## src/rtl/itp_pkg.sv

```systemverilog
// shared types, operator codes and decode functions for the infix to postfix converter
package itp_pkg;

  // operator codes kept on the stack
  typedef logic [2:0] code_t;

  localparam code_t CODE_OPEN = 3'd0;
  localparam code_t CODE_ADD  = 3'd1;
  localparam code_t CODE_SUB  = 3'd2;
  localparam code_t CODE_MUL  = 3'd3;
  localparam code_t CODE_DIV  = 3'd4;
  localparam code_t CODE_NONE = 3'd7;

  // ascii bytes with a meaning of their own
  localparam logic [7:0] CHAR_OPEN  = 8'h28;
  localparam logic [7:0] CHAR_CLOSE = 8'h29;
  localparam logic [7:0] CHAR_ADD   = 8'h2b;
  localparam logic [7:0] CHAR_SUB   = 8'h2d;
  localparam logic [7:0] CHAR_MUL   = 8'h2a;
  localparam logic [7:0] CHAR_DIV   = 8'h2f;

  // input item
  typedef struct packed {
    logic [7:0] symbol;
    logic       is_last;
  } in_item_t;

  // result item
  typedef struct packed {
    logic [7:0] out_symbol;
    logic       symbol_valid;
    logic       run_last;
    logic       expression_end;
    logic       overflow_error;
    logic       paren_error;
  } out_item_t;

  // arithmetic operator byte to code, anything else gives the none code
  function automatic code_t op_code(input logic [7:0] sym);
    code_t c;
    case (sym)
      CHAR_ADD: c = CODE_ADD;
      CHAR_SUB: c = CODE_SUB;
      CHAR_MUL: c = CODE_MUL;
      CHAR_DIV: c = CODE_DIV;
      default:  c = CODE_NONE;
    endcase
    return c;
  endfunction

  // binding strength, open parenthesis lowest
  function automatic logic [1:0] op_priority(input code_t c);
    logic [1:0] p;
    case (c)
      CODE_ADD, CODE_SUB: p = 2'd1;
      CODE_MUL, CODE_DIV: p = 2'd2;
      default:            p = 2'd0;
    endcase
    return p;
  endfunction

  // stack code back to its ascii byte
  function automatic logic [7:0] code_to_byte(input code_t c);
    logic [7:0] b;
    case (c)
      CODE_OPEN: b = CHAR_OPEN;
      CODE_ADD:  b = CHAR_ADD;
      CODE_SUB:  b = CHAR_SUB;
      CODE_MUL:  b = CHAR_MUL;
      CODE_DIV:  b = CHAR_DIV;
      default:   b = 8'h00;
    endcase
    return b;
  endfunction

endpackage

```

## src/rtl/itp_stack_ram.sv

```systemverilog
// operator stack storage: one write port, one registered read port
module itp_stack_ram #(
  parameter int DEPTH = 16
) (
  input  logic                     clk,
  input  logic                     wr_en,
  input  logic [$clog2(DEPTH)-1:0] wr_addr,
  input  itp_pkg::code_t           wr_data,
  input  logic                     rd_en,
  input  logic [$clog2(DEPTH)-1:0] rd_addr,
  output itp_pkg::code_t           rd_data
);
  import itp_pkg::*;

  code_t mem [DEPTH];

  // write port
  always_ff @(posedge clk) begin
    if (wr_en) begin
      mem[wr_addr] <= wr_data;
    end
  end

  // read port, data holds until the next read
  always_ff @(posedge clk) begin
    if (rd_en) begin
      rd_data <= mem[rd_addr];
    end
  end

endmodule

```

## src/rtl/infix_to_postfix_converter.sv

```systemverilog
// infix to postfix converter top level: item sequencer around the operator stack memory
//
//   channel | ports                            | accepted when
//   --------+----------------------------------+--------------------------
//   input   | in_valid, in_stall, in_data      | in_valid && !in_stall
//   output  | out_valid, out_stall, out_data   | out_valid && !out_stall
//
// one item at a time: the sequencer accepts it, pops operators one by one, makes a decision
// (push, pass the operand, pop the matching open parenthesis or find the stack empty)
// and closes. the last item adds a flush that pops every entry left before the close.
// pops follow the stack read, one entry per cycle unless an output stall holds them.
// rst is synchronous; it empties the stack and clears the error flags and the output.
// a stall on the output holds the sequencer only when a result has nowhere to go:
// one result waits in a hold register so the last result of an item can be marked.
module infix_to_postfix_converter #(
  parameter int STACK_DEPTH = 16
) (
  input  logic                clk,
  input  logic                rst,
  input  logic                in_valid,
  output logic                in_stall,
  input  itp_pkg::in_item_t   in_data,
  output logic                out_valid,
  input  logic                out_stall,
  output itp_pkg::out_item_t  out_data
);
  import itp_pkg::*;

  localparam int IDX_W = $clog2(STACK_DEPTH);
  localparam int CNT_W = $clog2(STACK_DEPTH + 1);
  localparam logic [CNT_W-1:0] FULL_COUNT = CNT_W'(STACK_DEPTH);

  typedef enum logic [2:0] {
    S_IDLE,
    S_OPERAND,
    S_OPER,
    S_CLOSE,
    S_FLUSH,
    S_END
  } state_t;

  state_t           state, state_next;
  logic [7:0]       cur_symbol;
  code_t            cur_code;
  logic             cur_last;
  logic [CNT_W-1:0] count;
  code_t            top_reg;
  logic             top_from_mem;
  logic             overflow_seen;
  logic             paren_fault_seen;
  logic             hold_valid;
  out_item_t        hold;

  code_t            rd_data;
  code_t            top;
  logic             out_free;
  logic             can_emit;
  logic             stack_empty;
  logic             stack_full;
  logic             accept;
  state_t           after_run;

  logic             emit_en;
  logic [7:0]       emit_byte;
  logic             pop_en;
  logic             push_en;
  logic             set_ovf;
  logic             set_paren;
  logic             final_en;
  logic             out_load;
  out_item_t        out_load_data;
  logic             rd_en;

  assign in_stall    = (state != S_IDLE);
  assign accept      = in_valid && !in_stall;
  assign top         = top_from_mem ? rd_data : top_reg;
  assign out_free    = !out_valid || !out_stall;
  assign can_emit    = !hold_valid || out_free;
  assign stack_empty = (count == '0);
  assign stack_full  = (count == FULL_COUNT);
  assign after_run   = cur_last ? S_FLUSH : S_END;

  // stack memory
  assign rd_en = pop_en && (count > CNT_W'(1));

  itp_stack_ram #(
    .DEPTH (STACK_DEPTH)
  ) u_stack (
    .clk     (clk),
    .wr_en   (push_en),
    .wr_addr (count[IDX_W-1:0]),
    .wr_data (cur_code),
    .rd_en   (rd_en),
    .rd_addr (IDX_W'(count - CNT_W'(2))),
    .rd_data (rd_data)
  );

  // sequencer decisions
  always_comb begin
    state_next = state;
    emit_en    = 1'b0;
    emit_byte  = '0;
    pop_en     = 1'b0;
    push_en    = 1'b0;
    set_ovf    = 1'b0;
    set_paren  = 1'b0;
    final_en   = 1'b0;
    unique case (state)
      S_IDLE: begin
        if (in_valid) begin
          if (in_data.symbol == CHAR_OPEN || op_code(in_data.symbol) != CODE_NONE) begin
            state_next = S_OPER;
          end else if (in_data.symbol == CHAR_CLOSE) begin
            state_next = S_CLOSE;
          end else begin
            state_next = S_OPERAND;
          end
        end
      end
      S_OPERAND: begin
        if (can_emit) begin
          emit_en    = 1'b1;
          emit_byte  = cur_symbol;
          state_next = after_run;
        end
      end
      S_OPER: begin
        if (!stack_empty && cur_code != CODE_OPEN &&
            op_priority(cur_code) <= op_priority(top)) begin
          if (can_emit) begin
            emit_en   = 1'b1;
            emit_byte = code_to_byte(top);
            pop_en    = 1'b1;
          end
        end else begin
          if (stack_full) begin
            set_ovf = 1'b1;
          end else begin
            push_en = 1'b1;
          end
          state_next = after_run;
        end
      end
      S_CLOSE: begin
        if (stack_empty) begin
          set_paren  = 1'b1;
          state_next = after_run;
        end else if (top != CODE_OPEN) begin
          if (can_emit) begin
            emit_en   = 1'b1;
            emit_byte = code_to_byte(top);
            pop_en    = 1'b1;
          end
        end else begin
          pop_en     = 1'b1;
          state_next = after_run;
        end
      end
      S_FLUSH: begin
        if (stack_empty) begin
          state_next = S_END;
        end else if (top != CODE_OPEN) begin
          if (can_emit) begin
            emit_en   = 1'b1;
            emit_byte = code_to_byte(top);
            pop_en    = 1'b1;
          end
        end else begin
          pop_en = 1'b1;
        end
      end
      S_END: begin
        if (hold_valid || cur_last) begin
          if (out_free) begin
            final_en   = 1'b1;
            state_next = S_IDLE;
          end
        end else begin
          state_next = S_IDLE;
        end
      end
      default: state_next = S_IDLE;
    endcase
  end

  // what goes into the output register
  always_comb begin
    out_load      = (emit_en && hold_valid) || final_en;
    out_load_data = hold;
    if (final_en) begin
      if (hold_valid) begin
        out_load_data.run_last       = 1'b1;
        out_load_data.expression_end = cur_last;
      end else begin
        out_load_data.out_symbol     = '0;
        out_load_data.symbol_valid   = 1'b0;
        out_load_data.run_last       = 1'b1;
        out_load_data.expression_end = 1'b1;
        out_load_data.overflow_error = overflow_seen;
        out_load_data.paren_error    = paren_fault_seen;
      end
    end
  end

  // control state
  always_ff @(posedge clk) begin
    if (rst) begin
      state            <= S_IDLE;
      count            <= '0;
      top_from_mem     <= 1'b0;
      overflow_seen    <= 1'b0;
      paren_fault_seen <= 1'b0;
      hold_valid       <= 1'b0;
      out_valid        <= 1'b0;
    end else begin
      state     <= state_next;
      out_valid <= out_load || (out_valid && out_stall);
      if (pop_en) begin
        count        <= count - CNT_W'(1);
        top_from_mem <= 1'b1;
      end else if (push_en) begin
        count        <= count + CNT_W'(1);
        top_from_mem <= 1'b0;
      end
      if (final_en && cur_last) begin
        overflow_seen    <= 1'b0;
        paren_fault_seen <= 1'b0;
      end else begin
        if (set_ovf) begin
          overflow_seen <= 1'b1;
        end
        if (set_paren) begin
          paren_fault_seen <= 1'b1;
        end
      end
      if (emit_en) begin
        hold_valid <= 1'b1;
      end else if (final_en) begin
        hold_valid <= 1'b0;
      end
    end
  end

  // payload registers
  always_ff @(posedge clk) begin
    if (accept) begin
      cur_symbol <= in_data.symbol;
      cur_last   <= in_data.is_last;
      cur_code   <= (in_data.symbol == CHAR_OPEN) ? CODE_OPEN : op_code(in_data.symbol);
    end
    if (push_en) begin
      top_reg <= cur_code;
    end
    if (emit_en) begin
      hold.out_symbol     <= emit_byte;
      hold.symbol_valid   <= 1'b1;
      hold.run_last       <= 1'b0;
      hold.expression_end <= 1'b0;
      hold.overflow_error <= overflow_seen;
      hold.paren_error    <= paren_fault_seen;
    end
    if (out_load) begin
      out_data <= out_load_data;
    end
  end

endmodule
```

## config.mk

```make
export PLATFORM = sky130hd
export DESIGN_NAME = infix_to_postfix_converter
export DESIGN_NICKNAME = d
export VERILOG_FILES = /design/src/rtl/itp_pkg.sv /design/src/rtl/itp_stack_ram.sv /design/src/rtl/infix_to_postfix_converter.sv
export SDC_FILE = /design/constraint.sdc
export NUM_CORES = 1
export LEC_CHECK = 0
export ABC_AREA = 1
export BUFFER_PORTS_ARGS = -buffer_cell sky130_fd_sc_hd__buf_4
export CORE_MARGIN = 8
export CORE_UTILIZATION = 55
export CTS_CLUSTER_DIAMETER = 60
export DETAILED_ROUTE_END_ITERATION = 8
export GPL_ROUTABILITY_DRIVEN = 0
export PLACE_DENSITY = 0.79
export SLEW_MARGIN = 20
export SYNTH_ARGS = -nofsm -noshare
export SYNTH_HDL_FRONTEND = slang
export SYNTH_SLANG_ARGS = --single-unit
```

## constraint.sdc

```tcl
create_clock -name clk -period 3.1 [get_ports clk]
set_input_delay 0.62 -clock clk [delete_from_list [all_inputs] [get_ports clk]]
set_output_delay 0.62 -clock clk [all_outputs]
set_load 0.01 [all_outputs]
```

==> results of run 1 <==
## worst register-to-register path, delay by kind of cell (launching register included)
kind                       cells  cell delay (ps)
buffers and inverters          3              370
DFF                            1              440
adders and majority gates      1              290
and+or+nand+nor               11             1160
AOI/OAI and AO/OA              1              150
## power by group through the flow
stage          logic (mW)  registers (mW)  clock network [mW]
2_1_floorplan       0.137            1.64                   0
3_3_place_gp        0.225            1.63                   0
3_5_place_dp        0.232            1.64                   0
4_1_cts             0.234            1.60               0.793
5_1_grt             0.261            1.61               0.835
6_report            0.232            1.60               0.777
## per-layer routing
layer	vias to the layer above	track usage [%]
met5	-	0
met2	125	26.2
met1	1583	21.4
met3	10	3.55
met4	0	5.87
li1	1658	-
## through the flow
step	power, mW	area [um^2]	instances	hold slack, ps	setup slack (ps)
finish	2.61	5310	619	434	374
CTS	2.63	5310	619	416	428
floorplan	1.77	4770	469	408	167
global route	2.71	5310	619	418	59.7
detailed placement	1.87	5130	603	419	426
global placement	1.86	5130	603	411	540
## cell type report
cell class | instances | area, um^2
sequential | 102 | 2930
timing repair buffer | 38 | 285
multi-input combinational | 297 | 1550
clock buffer | 10 | 128
clock inverter | 6 | 53.8
inverter | 58 | 223
fill | 682 | 3240
tap | 108 | 135
## cells by family after synthesis
kind of cell	count (synthesis)	synth area share, %
buffers and inverters	70	5.93
DFF	102	61.5
xor gates and xnor gates	6	1.10
adders and majority gates	10	2.62
AOI/OAI and AO/OA	73	8.79
and+or+nand+nor	208	20.1
## cell usage in the layout, fill, tap and decap left out, types with 3 or more instances in the layout
cell type,netlist,layout
o211ai_1,6,6
ha_1,10,10
inv_1,50,50
nand3_1,23,23
edfxtp_1,89,89
xnor2_1,3,3
nand2_1,89,89
o21ai_0,33,33
nor2_1,72,72
inv_2,6,6
o22ai_1,6,6
a21oi_1,17,17
nand3_2,5,5
buf_4,1,38
nor3_1,6,6
o221ai_1,6,6
clkbuf_8,0,9
dfxtp_1,13,13
xor2_1,3,3
## path summary, 6_finish.rpt
kind | endpoint | slack [ps] | cells after the start
setup / recovery | u_stack.mem[14][0]$_DFFE_PP_ | 370 | 16
hold / removal | cur_last$_DFFE_PP_ | 430 | 1
setup reg to reg | u_stack.mem[14][0]$_DFFE_PP_ | 370 | 16
hold reg to reg | hold[1]$_DFFE_PP_ | 440 | 0
## Yosys cell counts, types with 10 or more instances
master	count
dfxtp_1	13
edfxtp_1	89
nor2_1	72
o21ai_0	33
nand2_1	89
nand3_1	23
a21oi_1	17
ha_1	10
inv_1	50
==> run_results.csv, run 1 <==
group,metric,value,unit
floorplanning,die_w,109,um
synthesis,avgSynthCellArea,10.2,um^2
floorplanning,die_h,109,um
timing,tightest_slew,513,ps
detailed_routing,ant_nets,0,
timing,period_needed,2730,ps
timing,rsz0062_at_grt,"no",
detailed_routing,dr_wl_met3,657,um
floorplanning,initial_core_util,55.8,%
synthesis,synth_top_area_share,56.0,%
global_route,grt_max_degree,30,
clock_tree,worstSkewPairLatency,370,ps
clock_tree,cts_max_level,3,
synthesis,synth_edf_count,89,
global_route,grt_pass1_vias,3231,
finish,final_util,62.1,%
clock_tree,cts.clk_slew.worst_paths,100,ps
timing,drv_slew,0,
detailed_routing,wl_per_cell,15.0,um
pwr,intPower,1.96,mW
global_route,grt_overflow,0,
place,dp_hpwl,6750,um
detailed_routing,vias,3376,
clock_tree,cts_setup_buffers,0,
synthesis,netlist_instances,469,
detailed_routing,drt_iter0_markers,252,
pwr,p_per_area,492,nW/um^2
critical_path,path_cells,"nand2_1, o21ai_1, nand2_1, inv_1, nor2_1, inv_1, nand2_1, ha_1, nand2_1, nand2_1, nand2_1, nand3_1, nand3_2, inv_2, nand2_1, nor2_1",
synthesis,synth_area,4770,um^2
detailed_routing,drt-total-wl,9310,um
pwr,p_sw_share,24.9,%
pwr,p_sw,0.650,mW
detailed_routing,first_pass_iters,6,
synthesis,yosysWarnings,0,
place,numPortBuffers,27,
finish,layout-drive-gt1-share,15.3,%
critical_path,cp_common_cell,"nand2_1",
detailed_routing,drt-met1-wl,4090,um
detailed_routing,top_layer,"met4",
critical_path,path_buf_inv,3,
pwr,power_leakage,2.12,nW
synthesis,yosysTopAreaCell,"edfxtp_1",
clock_tree,cts_root_buf,"clkbuf_8",
worst_hold_path,worstHoldStart,"in_data[0]",
critical_path,r2r-start,"top_from_mem$_SDFFE_PP0P_",
synthesis,synthDistinctLibCells,35,
critical_path,crit_path_start,"top_from_mem$_SDFFE_PP0P_",
finish,top_register,"u_stack.mem",
critical_path,crit_arrival,2770,ps
critical_path,worstSetupStartpointType,"register",
synthesis,async_flop_share,0,%
critical_path,worstSetupPathType,"register to register",
critical_path,end_kind,"register",
synthesis,synth-seq-cells,102,
timing,clock_skew,19.4,ps
pwr,pwr-share-clk,29.8,%
global_route,grt_pass1_wl,15300,um
finish,area_delta_synth_final,11.4,%
clock_tree,max-clock-path-buffers,2,
status,outcome,"complete, no violations",
clock_tree,cts.repair.resized,0,
critical_path,slowest_delay,440,ps
floorplanning,die-area,11900,um^2
clock_tree,numClockSinks,102,
timing,final.setup.tns,0,ps
worst_hold_path,hold_class,"primary input to register",
finish,nNetsFinal,529,
pwr,ir_drop,0.000244,V
floorplanning,row_count,34,
clock_tree,cts_buffers,9,
timing,fmax,367,MHz
detailed_routing,route.detailed.drc,0,
synthesis,ys.flop_type,"edfxtp_1",
floorplanning,core,8550,um^2
finish,largest_register_ffs,48,
global_route,antenna_found_initial,0,
synthesis,synth.yosys.seq_area_share,61.5,%
synthesis,syn_nets,492,
job,maxCapViolCount,0,
timing,finalSetupViolCount,0,
timing,fin_crit_sh,87.9,%
pwr,p_seq_share,61.4,%
clock_tree,ctsHoldBuffers,0,
finish,top_regs,"u_stack.mem: 48 flops, out_data: 13 flops, hold: 10 flops",
synthesis,synthTopCellsByArea,"edfxtp_1 (56%), nand2_1 (7.0%), nor2_1 (5.7%), dfxtp_1 (5.5%), inv_1 (3.9%)",
floorplanning,num_io_pins,28,
finish,n_antenna_cell,0,
critical_path,cp_slowest_cell,"dfxtp_1",
timing,hold_violations,0,
critical_path,required,3140,ps
detailed_routing,wl_met2,4460,um
clock_tree,cts_tree,"yes",
global_route,grt_usage,16.3,%
critical_path,crit_family,"simple AND/OR/NAND/NOR gates",
timing,relSlewSlack,65.5,%
pwr,comb_power_share,8.9,%
critical_path,path_max_fanout,10,
detailed_routing,drt-vias-per-instance,5.45,
Power figures use the tool's default switching activity.
==> run 2: changes to the inputs <==
--- a/config.mk
+++ b/config.mk
@@ -6,7 +6,7 @@
 export NUM_CORES = 1
 export LEC_CHECK = 0
 export ABC_AREA = 1
-export BUFFER_PORTS_ARGS = -buffer_cell sky130_fd_sc_hd__buf_4
+export BUFFER_PORTS_ARGS = -buffer_cell sky130_fd_sc_hd__buf_2
 export CORE_MARGIN = 8
 export CORE_UTILIZATION = 55
 export CTS_CLUSTER_DIAMETER = 60
==> run_results.csv, run 2 (synthesized netlist as in run 1, its figures left out) <==
group,metric,value,unit
job,maxCapViolCount,0,
detailed_routing,vias,3396,
timing,rsz0062_at_grt,"yes",
finish,layout_common_cells,"nand2_1 (89), edfxtp_1 (89), nor2_1 (70), inv_1 (50), o21ai_0 (33)",
critical_path,crit_family,"simple AND/OR/NAND/NOR gates",
pwr,p_per_area,497,nW/um^2
clock_tree,cts.clk_slew.worst_paths,110,ps
clock_tree,cts_max_level,3,
global_route,grt_max_degree,30,
timing,clock_skew,11.4,ps
floorplanning,initial_core_util,55.8,%
pwr,p_sw,0.660,mW
pwr,p_sw_share,25.3,%
critical_path,cp_common_cell,"nand2_1",
clock_tree,numClockSinks,102,
critical_path,path_buf_inv,3,
finish,nNetsFinal,529,
floorplanning,row_count,34,
floorplanning,die_h,109,um
timing,holdWs,428,ps
global_route,grt_usage,16.9,%
worst_hold_path,hold_class,"primary input to register",
detailed_routing,drt-total-wl,9710,um
clock_tree,cts_tree,"yes",
detailed_routing,drt_iter0_markers,207,
finish,n_antenna_cell,0,
pwr,power_leakage,2.10,nW
place,place_area,5060,um^2
detailed_routing,drt-vias-per-instance,5.49,
global_route,grt_pass1_wl,15800,um
clock_tree,worstSkewPairLatency,370,ps
timing,fin_crit_sh,92.3,%
global_route,grt_pass1_vias,3299,
clock_tree,cts_buffers,9,
critical_path,worstSetupStartpointType,"register",
pwr,pwr-share-clk,29.9,%
detailed_routing,wl_per_cell,15.7,um
finish,area_delta_synth_final,10.2,%
finish,top_regs,"u_stack.mem: 48 flops, out_data: 13 flops, hold: 10 flops",
timing,tightest_slew,573,ps
timing,relSlewSlack,61.5,%
pwr,comb_power_share,8.7,%
timing,drv_slew,0,
clock_tree,ctsHoldBuffers,0,
pwr,intPower,1.95,mW
floorplanning,num_io_pins,28,
floorplanning,die-area,11900,um^2
detailed_routing,ant_nets,0,
floorplanning,core,8550,um^2
clock_tree,max-clock-path-buffers,2,
finish,top_register,"u_stack.mem",
timing,hold_violations,0,
global_route,antenna_found_initial,0,
finish,layout-drive-gt1-share,15.9,%
detailed_routing,route.detailed.drc,0,
critical_path,slowest_delay,430,ps
status,outcome,"complete, no violations",
critical_path,worstSetupPathType,"register to register",
critical_path,cp_slowest_cell,"dfxtp_1",
finish,nFillCells,661,
place,numPortBuffers,27,
pwr,ir_drop,0.000309,V
place,dp_hpwl,6980,um
global_route,grt_overflow,0,
critical_path,path_max_fanout,10,
critical_path,required,3160,ps
timing,finalSetupViolCount,0,
finish,fin_area,5260,um^2
detailed_routing,first_pass_iters,4,
clock_tree,cts_root_buf,"clkbuf_8",
finish,largest_register_ffs,48,
timing,fmax,349,MHz
critical_path,path_cells,"nand2_1, o21ai_1, nand2_1, inv_1, nor2_1, inv_1, nand2_1, ha_1, nand2_1, nand2_1, nand2_1, nand3_1, nand3_2, inv_2, nand2_1, nor2_1",
pwr,p_seq_share,61.3,%
critical_path,crit_arrival,2920,ps
critical_path,end_kind,"register",
floorplanning,die_w,109,um
timing,period_needed,2860,ps
run 2: changes by cell type in the layout (fill, tap and decap cells not counted):
cell	change
buf_2	+27
buf_4	-27
inv_6	-2
nor2_1	-2
nor2_2	+2
clkinv_4	+1
inv_8	+1
nor3_1	-1
nor3_2	+1
run 2: metal layers:
layer | part of all wire [%] | GRT usage [%] | vias to the layer above
li1 | - | - | 1657
met1 | 43 | 21.8 | 1606
met2 | 49 | 28.0 | 118
met3 | 6.9 | 3.31 | 15
met4 | 1.5 | 5.38 | 0
met5 | 0 | 0 | -
run 2: area by class of cell:
type	instances	area [um^2]	share of cell area, %
timing repair buffer	38	218	4.14
tap	108	135	2.57
clock buffer	10	128	2.43
inverter	58	223	4.24
clock inverter	6	56.3	1.07
multi-input combinational	297	1560	29.8
sequential	102	2930	55.8
run 2: power groups by stage:
stage / clock network, mW / logic (mW) / registers (mW)
CTS: 0.790 / 0.225 / 1.60
floorplan: 0 / 0.137 / 1.64
global placement: 0 / 0.215 / 1.63
finish: 0.782 / 0.228 / 1.60
detailed placement: 0 / 0.224 / 1.63
global route: 0.835 / 0.258 / 1.61
run 2: worst reg2reg max path: cells and delay by family, from the launching register on:
kind | cells | cell delay, ps
compound gates | 1 | 170
simple gates | 11 | 1280
flops | 1 | 430
fa+ha+maj | 1 | 290
buf+inv | 3 | 390
run 2: metrics by stage:
step | std cells | power (mW) | TNS (ps) | utilization (%) | worst slack, ps
finish | 619 | 2.61 | 0 | 61.5 | 238
global route | 619 | 2.70 | -433 | 61.5 | -44.9
CTS | 619 | 2.62 | 0 | 61.4 | 291
detailed placement | 603 | 1.86 | 0 | 59.2 | 300
global placement | 603 | 1.84 | 0 | 59.2 | 489
floorplan | 469 | 1.77 | 0 | - | 167
run 2: path summary, 6_finish.rpt:
| path | startpoint | end | slack (ps) | depth (start not counted) |
|---|---|---|---|---|
| worst min-delay path | in_data[0] | cur_last$_DFFE_PP_ | 430 | 1 |
| worst min register to register | overflow_seen$_SDFFE_PP0P_ | hold[1]$_DFFE_PP_ | 440 | 0 |
| worst max register to register | top_from_mem$_SDFFE_PP0P_ | u_stack.mem[9][0]$_DFFE_PP_ | 240 | 16 |
| worst max-delay path | top_from_mem$_SDFFE_PP0P_ | u_stack.mem[9][0]$_DFFE_PP_ | 240 | 16 |
run 2: repair_timing:
| item | in CTS | in global routing |
|---|---|---|
| endpoints found under the setup margin | 0 | 28 |
| gates resized for setup | 0 | 3 |
| setup buffers | 0 | 0 |
| hold endpoints to repair | 0 | 0 |
